$ cat src/rtl/double_to_multilimb_fixed_assert.svh
// Assertion macros used by the converter back end.
`ifndef DOUBLE_TO_MULTILIMB_FIXED_ASSERT_SVH
`define DOUBLE_TO_MULTILIMB_FIXED_ASSERT_SVH
`ifndef SYNTH
`define DMF_ASSERT(lbl, clk, rstn, prop) \
    lbl: assert property (@(posedge clk) disable iff (!rstn) prop) \
        else $error("dmf assertion failed");
`define DMF_ASSERT_ALWAYS(lbl, clk, prop) \
    lbl: assert property (@(posedge clk) prop) else $error("dmf assertion failed");
`else
`define DMF_ASSERT(lbl, clk, rstn, prop)
`define DMF_ASSERT_ALWAYS(lbl, clk, prop)
`endif
`endif

$ cat src/rtl/dmf_pkg.sv
// Shared types, constants and layout helpers for the double to limb converter.
package dmf_pkg;

    localparam int MANT_W  = 54;
    localparam int SHAMT_W = 13;
    localparam int FRAME_W = 128;

    // Register indexes
    localparam logic REG_LIMB_KIND     = 1'b0;
    localparam logic REG_OVERFLOW_MODE = 1'b1;

    // Overflow modes
    localparam logic MODE_SATURATE = 1'b0;
    localparam logic MODE_WRAP     = 1'b1;

    // Fixed aligned shift of a rounded negative-wrap result
    localparam logic signed [SHAMT_W-1:0] NEG_WRAP_SHAMT = 13'sd75;

    // One classified conversion waiting for the back end
    typedef struct packed {
        logic               full;
        logic [MANT_W-1:0]  mant;
        logic [SHAMT_W-1:0] shamt;
        logic [1:0]         kind;
    } dmf_entry_t;

    // Limb width in bits for a layout code
    function automatic logic [6:0] kind_width(input logic [1:0] kind);
        kind_width = 7'd8 << kind;
    endfunction

    // Limb count for a layout code
    function automatic logic [2:0] kind_count(input logic [1:0] kind);
        case (kind)
            2'd0:    kind_count = 3'd6;
            2'd1:    kind_count = 3'd4;
            2'd2:    kind_count = 3'd3;
            default: kind_count = 3'd2;
        endcase
    endfunction

endpackage

$ cat src/rtl/dmf_front.sv
// Front end: classifies a binary64 pattern and reduces it to mantissa and shift.
module dmf_front import dmf_pkg::*; (
    input  logic [63:0] double_bits,
    input  logic [1:0]  limb_kind,
    input  logic        overflow_mode,
    output dmf_entry_t  entry
);

    logic                      sign;
    logic [10:0]               ef;
    logic [51:0]               frac;
    logic [10:0]               e_eff;
    logic [52:0]               mant;
    logic [6:0]                w;
    logic signed [SHAMT_W-1:0] e_s;
    logic signed [SHAMT_W-1:0] w_s;
    logic signed [SHAMT_W-1:0] pos_shamt;
    logic                      too_big;
    logic signed [SHAMT_W-1:0] t;
    logic [SHAMT_W-1:0]        r;
    logic [52:0]               q;
    logic                      rnd;
    logic                      stk;
    logic [52:0]               low_mask;
    logic [53:0]               a;
    logic                      up;
    logic [53:0]               d;

    assign sign  = double_bits[63];
    assign ef    = double_bits[62:52];
    assign frac  = double_bits[51:0];
    assign e_eff = (ef == 11'd0) ? 11'd1 : ef;
    assign mant  = {ef != 11'd0, frac};
    assign w     = kind_width(limb_kind);
    assign e_s   = $signed({2'b00, e_eff});
    assign w_s   = $signed({6'b0, w});

    // Shift that places the value into the left-aligned 128-bit frame
    assign pos_shamt = e_s - 13'sd947 - w_s;
    assign too_big   = (e_s - 13'sd1023) >= w_s;

    // Scale |x| so that bit 0 is 2^(W-53); keep round and sticky below
    assign t = e_s - 13'sd1022 - w_s;
    assign r = 13'(-t);

    always_comb begin
        q        = 53'd0;
        rnd      = 1'b0;
        stk      = 1'b0;
        low_mask = '0;
        if (t >= 13'sd0) begin
            if (t < 13'sd53) begin
                q = mant << t[5:0];
            end
        end else begin
            if (r < 13'd53) begin
                q = mant >> r[5:0];
            end
            if (r <= 13'd53) begin
                rnd = mant[6'(r - 13'd1)];
                low_mask = (53'd1 << 6'(r - 13'd1)) - 53'd1;
            end else begin
                low_mask = '1;
            end
            stk = |(mant & low_mask);
        end
    end

    // Round 2^53 - q - f to nearest even
    always_comb begin
        a  = 54'h20000000000000 - 54'd1 - {1'b0, q};
        up = !rnd || (!stk && a[0]);
        if (!rnd && !stk) begin
            d = 54'h20000000000000 - {1'b0, q};
        end else begin
            d = a + {53'd0, up};
        end
    end

    // Select the reduced form per class
    always_comb begin
        entry.full  = 1'b0;
        entry.mant  = '0;
        entry.shamt = pos_shamt;
        entry.kind  = limb_kind;
        if (ef == 11'h7FF) begin
            entry.full = !sign && (frac == 52'd0);
        end else if (sign) begin
            if (overflow_mode == MODE_WRAP) begin
                entry.mant  = d[53] ? '0 : d;
                entry.shamt = NEG_WRAP_SHAMT;
            end
        end else if (too_big && overflow_mode == MODE_SATURATE) begin
            entry.full = 1'b1;
        end else begin
            entry.mant = {1'b0, mant};
        end
    end

endmodule

$ cat src/rtl/dmf_fifo.sv
// Two-entry queue between the front and back ends.
module dmf_fifo import dmf_pkg::*; (
    input  logic       aclk,
    input  logic       aresetn,
    input  logic       push,
    input  dmf_entry_t push_data,
    input  logic       pop,
    output dmf_entry_t pop_data,
    output logic       full,
    output logic       empty
);

    dmf_entry_t mem_reg [2];
    logic       wr_ptr_reg, wr_ptr_next;
    logic       rd_ptr_reg, rd_ptr_next;
    logic [1:0] count_reg, count_next;

    assign full     = count_reg == 2'd2;
    assign empty    = count_reg == 2'd0;
    assign pop_data = mem_reg[rd_ptr_reg];

    // Advance pointers and occupancy
    always_comb begin
        wr_ptr_next = push ? !wr_ptr_reg : wr_ptr_reg;
        rd_ptr_next = pop ? !rd_ptr_reg : rd_ptr_reg;
        count_next  = count_reg + {1'b0, push} - {1'b0, pop};
    end

    always_ff @(posedge aclk) begin
        if (!aresetn) begin
            wr_ptr_reg <= 1'b0;
            rd_ptr_reg <= 1'b0;
            count_reg  <= 2'd0;
        end else begin
            wr_ptr_reg <= wr_ptr_next;
            rd_ptr_reg <= rd_ptr_next;
            count_reg  <= count_next;
        end
    end

    // Store entries
    always_ff @(posedge aclk) begin
        if (push) begin
            mem_reg[wr_ptr_reg] <= push_data;
        end
    end

endmodule

$ cat src/rtl/dmf_back.sv
// Back end: builds the fixed-point frame and emits one limb per transaction.
`include "double_to_multilimb_fixed_assert.svh"
module dmf_back import dmf_pkg::*; (
    input  logic       aclk,
    input  logic       aresetn,
    input  dmf_entry_t head,
    input  logic       head_valid,
    output logic       pop,
    output logic       m_tvalid,
    input  logic       m_tready,
    output logic [71:0] m_tdata,   // [63:0] limb_value, [66:64] limb_index, rest zero
    output logic       m_tlast
);

    logic                      busy_reg, busy_next;
    logic [FRAME_W-1:0]        frame_reg, frame_next;
    logic [2:0]                idx_reg, idx_next;
    logic                      full_reg, full_next;
    logic [1:0]                kind_reg, kind_next;
    logic [FRAME_W-1:0]        head_frame;
    logic signed [SHAMT_W-1:0] sa;
    logic [SHAMT_W-1:0]        ra;
    logic [6:0]                w;
    logic                      last;
    logic [63:0]               limb;

    assign w    = kind_width(kind_reg);
    assign last = idx_reg == (kind_count(kind_reg) - 3'd1);

    // Place the mantissa into the left-aligned frame
    assign sa = $signed(head.shamt);
    assign ra = 13'(-sa);
    always_comb begin
        head_frame = '0;
        if (sa >= 13'sd0) begin
            if (sa < 13'sd128) begin
                head_frame = {74'd0, head.mant} << sa[6:0];
            end
        end else if (ra < 13'd54) begin
            head_frame = {74'd0, head.mant >> ra[5:0]};
        end
    end

    // Drive the current limb
    always_comb begin
        if (full_reg) begin
            limb = {64{1'b1}} >> (7'd64 - w);
        end else begin
            limb = frame_reg[127:64] >> (7'd64 - w);
        end
    end

    assign m_tvalid = busy_reg;
    assign m_tlast  = last;
    assign m_tdata  = {5'd0, idx_reg, limb};
    assign pop      = head_valid && (!busy_reg || (m_tready && last));

    // Advance the limb emitter; load the next conversion when idle or as the last limb leaves
    always_comb begin
        busy_next  = busy_reg;
        frame_next = frame_reg;
        idx_next   = idx_reg;
        full_next  = full_reg;
        kind_next  = kind_reg;
        if (pop) begin
            busy_next  = 1'b1;
            frame_next = head_frame;
            idx_next   = 3'd0;
            full_next  = head.full;
            kind_next  = head.kind;
        end else if (busy_reg && m_tready) begin
            if (last) begin
                busy_next = 1'b0;
            end else begin
                frame_next = frame_reg << w;
                idx_next   = idx_reg + 3'd1;
            end
        end
    end

    always_ff @(posedge aclk) begin
        if (!aresetn) begin
            busy_reg <= 1'b0;
            idx_reg  <= 3'd0;
            kind_reg <= 2'd1;
        end else begin
            busy_reg <= busy_next;
            idx_reg  <= idx_next;
            kind_reg <= kind_next;
        end
    end

    always_ff @(posedge aclk) begin
        frame_reg <= frame_next;
        full_reg  <= full_next;
    end

    `DMF_ASSERT(a_idx_in_range, aclk, aresetn, busy_reg |-> idx_reg < kind_count(kind_reg))
    `DMF_ASSERT(a_pop_when_free, aclk, aresetn, pop |-> (!busy_reg || (m_tready && last)))
    `DMF_ASSERT(a_run_continues, aclk, aresetn, (m_tvalid && m_tready && !m_tlast) |=> m_tvalid)

endmodule

$ cat src/rtl/double_to_multilimb_fixed.sv
// An accepted transaction is queued, then loaded into the emitter's frame register.
// Throughput: one limb per cycle while m_tready is high; each item is 6, 4, 3 or 2
// limbs, from the single limb emitter draining its frame behind a two-entry queue.
// Reset: synchronous active-low aresetn empties the queue and emitter and sets
// limb_kind to 1 (4 x 16-bit) and overflow_mode to saturate.
module double_to_multilimb_fixed import dmf_pkg::*; (
    input  logic        aclk,
    input  logic        aresetn,
    input  logic        s_tvalid,
    output logic        s_tready,
    input  logic [63:0] s_tdata,   // [63:0] double_bits
    output logic        m_tvalid,
    input  logic        m_tready,
    output logic [71:0] m_tdata,   // [63:0] limb_value, [66:64] limb_index, rest zero
    output logic        m_tlast,   // last_limb
    input  logic        psel,
    input  logic        penable,
    input  logic        pwrite,
    input  logic [2:0]  paddr,
    input  logic [31:0] pwdata,
    output logic [31:0] prdata,
    output logic        pready
);

    logic [1:0] limb_kind_reg, limb_kind_next;
    logic       overflow_mode_reg, overflow_mode_next;
    logic       cfg_wr;
    dmf_entry_t front_entry;
    dmf_entry_t head;
    logic       q_full, q_empty, pop, push;

    // Register file
    assign pready = 1'b1;
    assign cfg_wr = psel && penable && pwrite && pready;

    always_comb begin
        limb_kind_next     = limb_kind_reg;
        overflow_mode_next = overflow_mode_reg;
        if (cfg_wr) begin
            case (paddr[2])
                REG_LIMB_KIND:     limb_kind_next = pwdata[1:0];
                REG_OVERFLOW_MODE: overflow_mode_next = pwdata[0];
                default:           limb_kind_next = limb_kind_reg;
            endcase
        end
    end

    always_comb begin
        case (paddr[2])
            REG_LIMB_KIND: prdata = {30'd0, limb_kind_reg};
            default:       prdata = {31'd0, overflow_mode_reg};
        endcase
    end

    always_ff @(posedge aclk) begin
        if (!aresetn) begin
            limb_kind_reg     <= 2'd1;
            overflow_mode_reg <= MODE_SATURATE;
        end else begin
            limb_kind_reg     <= limb_kind_next;
            overflow_mode_reg <= overflow_mode_next;
        end
    end

    // Accept while the queue has room
    assign s_tready = !q_full;
    assign push     = s_tvalid && s_tready;

    dmf_front u_front (
        .double_bits   (s_tdata),
        .limb_kind     (limb_kind_reg),
        .overflow_mode (overflow_mode_reg),
        .entry         (front_entry)
    );

    dmf_fifo u_fifo (
        .aclk      (aclk),
        .aresetn   (aresetn),
        .push      (push),
        .push_data (front_entry),
        .pop       (pop),
        .pop_data  (head),
        .full      (q_full),
        .empty     (q_empty)
    );

    dmf_back u_back (
        .aclk       (aclk),
        .aresetn    (aresetn),
        .head       (head),
        .head_valid (!q_empty),
        .pop        (pop),
        .m_tvalid   (m_tvalid),
        .m_tready   (m_tready),
        .m_tdata    (m_tdata),
        .m_tlast    (m_tlast)
    );

endmodule

$ cat config.mk
export PLATFORM = sky130hd
export DESIGN_NAME = double_to_multilimb_fixed
export DESIGN_NICKNAME = d
export VERILOG_FILES = /design/src/rtl/dmf_pkg.sv /design/src/rtl/dmf_front.sv /design/src/rtl/dmf_fifo.sv /design/src/rtl/dmf_back.sv /design/src/rtl/double_to_multilimb_fixed.sv
export VERILOG_INCLUDE_DIRS = /design/src /design/src/rtl
export SDC_FILE = /design/constraint.sdc
export NUM_CORES = 2
export LEC_CHECK = 0
export ABC_AREA = 1
export BUFFER_PORTS_ARGS = -buffer_cell sky130_fd_sc_hd__buf_4
export CORE_MARGIN = 2
export CORE_UTILIZATION = 45
export CTS_CLUSTER_SIZE = 10
export DETAILED_ROUTE_END_ITERATION = 8
export HOLD_SLACK_MARGIN = 0.05
export PLACE_DENSITY = 0.61
export REMOVE_ABC_BUFFERS = 1
export SLEW_MARGIN = 10
export SYNTH_ARGS = -nofsm -noshare
export SYNTH_HDL_FRONTEND = slang
export SYNTH_SLANG_ARGS = --single-unit
$ cat constraint.sdc
create_clock -name aclk -period 15.66 [get_ports aclk]
set_input_delay 3.132 -clock aclk [delete_from_list [all_inputs] [get_ports aclk]]
set_output_delay 3.132 -clock aclk [all_outputs]
set_load 0.01 [all_outputs]
== After elaboration in Yosys (flattened, before gate mapping) ==
Memories as Yosys holds them, arrays and structs flattened. A register that Yosys moved wholly into a read port is not among the register bits.
Index checks and enable logic that the tools add are counted.
Operators by class
  shift operators: 10
  bitwise gates (word level): 5
  muxes and demuxes: 37
  add/subtract/negate cells: 17
  reduce and logical (&&, ||, !) cells: 34
  equality and inequality tests: 6
  $lt $le $gt $ge: 9
Operator list (count)
  128-bit two-way mux: 5
  53-bit two-way mux: 7
  54-bit two-way mux: 3
  67-bit two-way mux: 2
  128-bit by 7-bit << shifter with 128-bit output: 1
  54-bit by 7-bit << shifter with 128-bit output: 1
  64-bit two-way mux: 1
  64-bit by 7-bit >> shifter with 64-bit output: 1
  64-bit by 7-bit >> shifter with 64-bit output (first input constant): 1
  54-bit by 1-bit adder with 54-bit output: 1
  54-bit by 6-bit >> shifter with 54-bit output: 1
  53-bit by 53-bit subtractor with 54-bit output (first input constant): 1
  54-bit by 53-bit subtractor with 54-bit output (first input constant): 1
  53-bit bitwise AND: 1
  53-bit OR reduction: 1
  1-bit by 6-bit << shifter with 53-bit output (first input constant): 1
  53-bit by 6-bit << shifter with 53-bit output: 1
  53-bit by 6-bit >> shifter with 53-bit output: 1
  53-bit by 1-bit subtractor with 53-bit output (second input constant): 1
  52-bit logical NOT: 1
  11-bit by 10-bit subtractor with 12-bit output (second input constant): 3
  13-bit by 1-bit >= comparator with 1-bit output (second input constant): 2
  13-bit by 6-bit < comparator with 1-bit output (second input constant): 2
  13-bit negator: 2
  34 further kinds: 76
Word-level totals
  RAM bits: 140
  bits of input ports: 106
  register bits: 142
  memories: 1
  output and inout bits: 108
  logic and storage cells: 129
Memories
  u_fifo.mem_reg: depth 2, width 70, read ports 1, clocked after memory_dff 1, write ports 1, RTL line dmf_fifo.sv:13  | dmf_entry_t mem_reg [2];

== Depth between registers and ports, before layout ==
  word-level depth: 22
  mapped depth: 55
  gate-level depth less buffers: 46

== Hierarchy ==
A second synthesis with hierarchy kept.
Unflattened totals
  cells, all modules: 7215
  area total of the unflattened synthesis: 40926.8 um^2
Modules (own cells, without submodules)
  dmf_back: sequential area each 3993.8 um^2, cells an instance 3564, area each 19575.0 um^2, instances 1
  dmf_front: sequential area each 0.0 um^2, cells an instance 3336, area each 15294.7 um^2, instances 1
  dmf_fifo: sequential area each 4304.1 um^2, cells an instance 251, area each 5631.7 um^2, instances 1
  double_to_multilimb_fixed: sequential area each 60.1 um^2, cells an instance 64, area each 425.4 um^2, instances 1

== Least setup slack after synthesis ==
Ideal clock, no wire load.
  path type: in2reg
  from: input s_tdata[53]
  to: memory u_fifo.mem_reg[0][61] (netlist bit) (data pin)
  path slack: 5.741 ns
  cell stages on the path: 54
  buffers on the path: 8
  arrival: 9.665 ns
  data required time: 15.406 ns
  setup time: 0.254 ns
  cell sequence: clkbuf_1 -> buf_1 -> buf_1 -> clkbuf_1 -> clkbuf_1 -> ha_1 -> nand2_1 -> nor2_2 -> inv_1 -> nand2_1 -> o21ai_0 -> inv_1 -> ha_1 -> clkbuf_1 -> inv_1 -> nand2_1 -> nand2_2 -> inv_2 -> [18 not listed] -> nand3_1 -> nand2_2 -> buf_4 -> buf_4 -> a21o_1 -> ha_1 -> ha_1 -> nand2_1 -> nor2_2 -> inv_1 -> nor2_1 -> nand2_1 -> xor2_1 -> nand2_1 -> nand2_1 -> nor2_2 -> nor2_1 -> nor2_1
RTL lines
  start: declaration: RTL line double_to_multilimb_fixed.sv:11  | input logic [63:0] s_tdata,
  end: declaration: RTL line dmf_fifo.sv:13

==> flow_summary.ini <==
[global_routing]
grt_use_total = 0.382
grt_pass1_wl_um = 262000
antenna_found_initial = 5
grt_pass1_vias = 41700
grt_max_degree = 106
grt_overflow_total = 0

[logic_synthesis]
synth-edff-count = 267
ys.flop_type = edfxtp_1
ys_seq_area_frac = 0.213
synth_seq_cells = 281
syn_area_um2 = 39000
synth_area_per_cell_um2 = 5.70
synthesis.instances = 6839
yosysUniqueCellTypes = 60
ys_warn_count = 0
synthArstFlopShare = 0

[die]
dieHeight_um = 298
ioPinCount = 214
start_util = 0.456
die_w_um = 298
die_area_um2 = 88900
coreArea_um2 = 85400
fp-row-count = 107

[place]
postPlaceCellArea_um2 = 40300
hpwlAfterDp_um = 135000
dp_slack_ns = 3.32
numPortBuffers = 145
place.gp.congestion = 1.09

[sta]
drv_slew = 0
timing.final.ws_setup_ns = 3.48
finalSetupViolCount = 0
hold_viol = 0
tightest_slew_ns = 1.16
fmax_ghz = 0.0821
post-route-period-util = 0.778
finalCriticalPeriod_ns = 12.18
timing.slew.headroom = 0.222
rsz0062_at_grt = false
finalClockSkew_ns = 0.0302
tns_ns = 0

[clock_tree]
cts_buffer_depth = 3
clockRootBuffer = clkbuf_16
ctsResizeCount = 0
h-tree-depth = 2
worstSkewPairLatency_ns = 0.54
post-cts-setup-buffers = 0
cts_tree = done
cts.hold.buffers_added = 0
numCtsBuffers = 34
cts_sinks = 281
clk_pin_slew_ns = 0.05

[setup_path]
worstSetupEndpointType = flop
slowest_delay_ns = 0.65
startpoint_type = input pin
cpMostUsedCell = nand2_1
worstSetupPathType = in2reg
cp_max_fo = 57
cpMaxStageDelayCell = nand2_4
cp_data_required_time_ns = 15.90
crit_arrival_ns = 12.42

[power]
switching_share = 0.585
power_density_nw_per_um2 = 211
seq_power_share = 0.160
switchingPower_w = 0.00508
total_leakage_power_nw = 19.7
combPwrFrac = 0.759
ir_worst_vdd_uv = 331
pwr-share-clk = 0.082
p_int_w = 0.00360

[routing]
wl_um = 176000
viasPerCell = 5.92
drc = 0
firstDrtPassIters = 6
ant_nets = 0
detail_route.wl_per_cell_um = 22.6
vias = 46200
drtIter0Drc = 5123

[final_layout]
seq_area_um2 = 8300
nets = 6798
largest_reg_flops = 138
layout_commonest_cell = nand2_1
fin_area_um2 = 41300
multi_input_area_um2 = 26900
num-fill-cells = 9471
final_cell_mix = 2274 x nand2_1, 914 x o21ai_0, 692 x nor2_1, 575 x nand3_1, 495 x inv_1
area_growth_pct = 5.90
drive_above_1_share = 0.0679

[outcome]
status = completed

[flow_run]
drv_cap = 0

[worst_hold_path]
hold_class = reg2reg
[worst max-delay path, delay by kind of cell]
kind                       cells  cell delay (ns)
adders and majority gates      4             1.17
AOI/OAI and AO/OA              3             0.51
and+or+nand+nor               29             5.95
buffers and inverters          7             1.42
xor gates and xnor gates       1             0.17
[per-layer routing]
| metal | vias to the layer above | part of all wire | GRT usage |
|---|---|---|---|
| met5 | - | 0.00027 | 0 |
| met2 | 2253 | 0.46 | 0.633 |
| met1 | 21100 | 0.39 | 0.467 |
| met4 | 8 | 0.078 | 0.254 |
| met3 | 513 | 0.074 | 0.0435 |
| li1 | 22300 | - | - |
[stage by stage]
stage	utilization	cells	power [W]	hold WS [ns]
6_report	0.483	7813	0.00869	0.453
2_1_floorplan	-	6397	0.00569	0.425
3_3_place_gp	0.472	7766	0.00779	0.423
4_1_cts	0.483	7812	0.00855	0.448
5_1_grt	0.483	7813	0.00941	0.459
3_5_place_dp	0.472	7766	0.00782	0.440
[Yosys cell counts, types with 81 or more instances]
cell type  count  area (um2)
nor2_1       701        2630
clkbuf_1     301        1130
xor2_1       105         920
inv_1        498        1870
a21oi_1      145         726
edfxtp_1     267        8020
nand2_1     2277        8550
buf_1         86         323
o21ai_0      914        4570
nand3_1      575        2880
mux2i_1       90         901
a31oi_1       81         507
[power groups by stage]
stage          sequential (W)  clock, W  combinational [W]
6_report              0.00139  0.000709            0.00659
3_3_place_gp          0.00139         0            0.00640
4_1_cts               0.00138  0.000714            0.00645
5_1_grt               0.00141  0.000738            0.00726
3_5_place_dp          0.00140         0            0.00643
2_1_floorplan         0.00139         0            0.00430
[cell families (layout without fill, tap and decap cells)]
group	count (synthesis)	count (layout)	share of synthesized area
multiplexers	117	117	0.0309
other	2	37	0.000193
buffers and inverters	1012	807	0.105
flip-flops	281	281	0.213
adder cells (fa/ha/maj)	34	34	0.0109
XOR/XNOR	119	119	0.0268
AND/OR/NAND/NOR	3780	3780	0.399
AO/OA/AOI/OAI	1494	1494	0.214
[worst paths after layout]
| check | from | end | slack, ns | depth (start not counted) |
|---|---|---|---|---|
| max | s_tdata[53] | u_fifo.mem_reg[1][29] | 3.48 | 44 |
| min | u_fifo.rd_ptr_reg | flop | 0.45 | 1 |
| max reg2reg | limb_kind_reg[1] | u_fifo.mem_reg[1][29] | 6.08 | 43 |
| min reg2reg | u_fifo.rd_ptr_reg | flop | 0.45 | 1 |
[final cells by class]
type / count / share of cell area
flip-flops and latches: 281 / 0.201
inverters: 536 / 0.0490
clock inverters: 4 / 0.000546
well taps: 1144 / 0.0347
repair buffers: 225 / 0.0409
clock buffers: 42 / 0.0219
diodes: 1 / 0.0000607
multi-input cells: 5580 / 0.652
(Power assumes the default switching activity.)
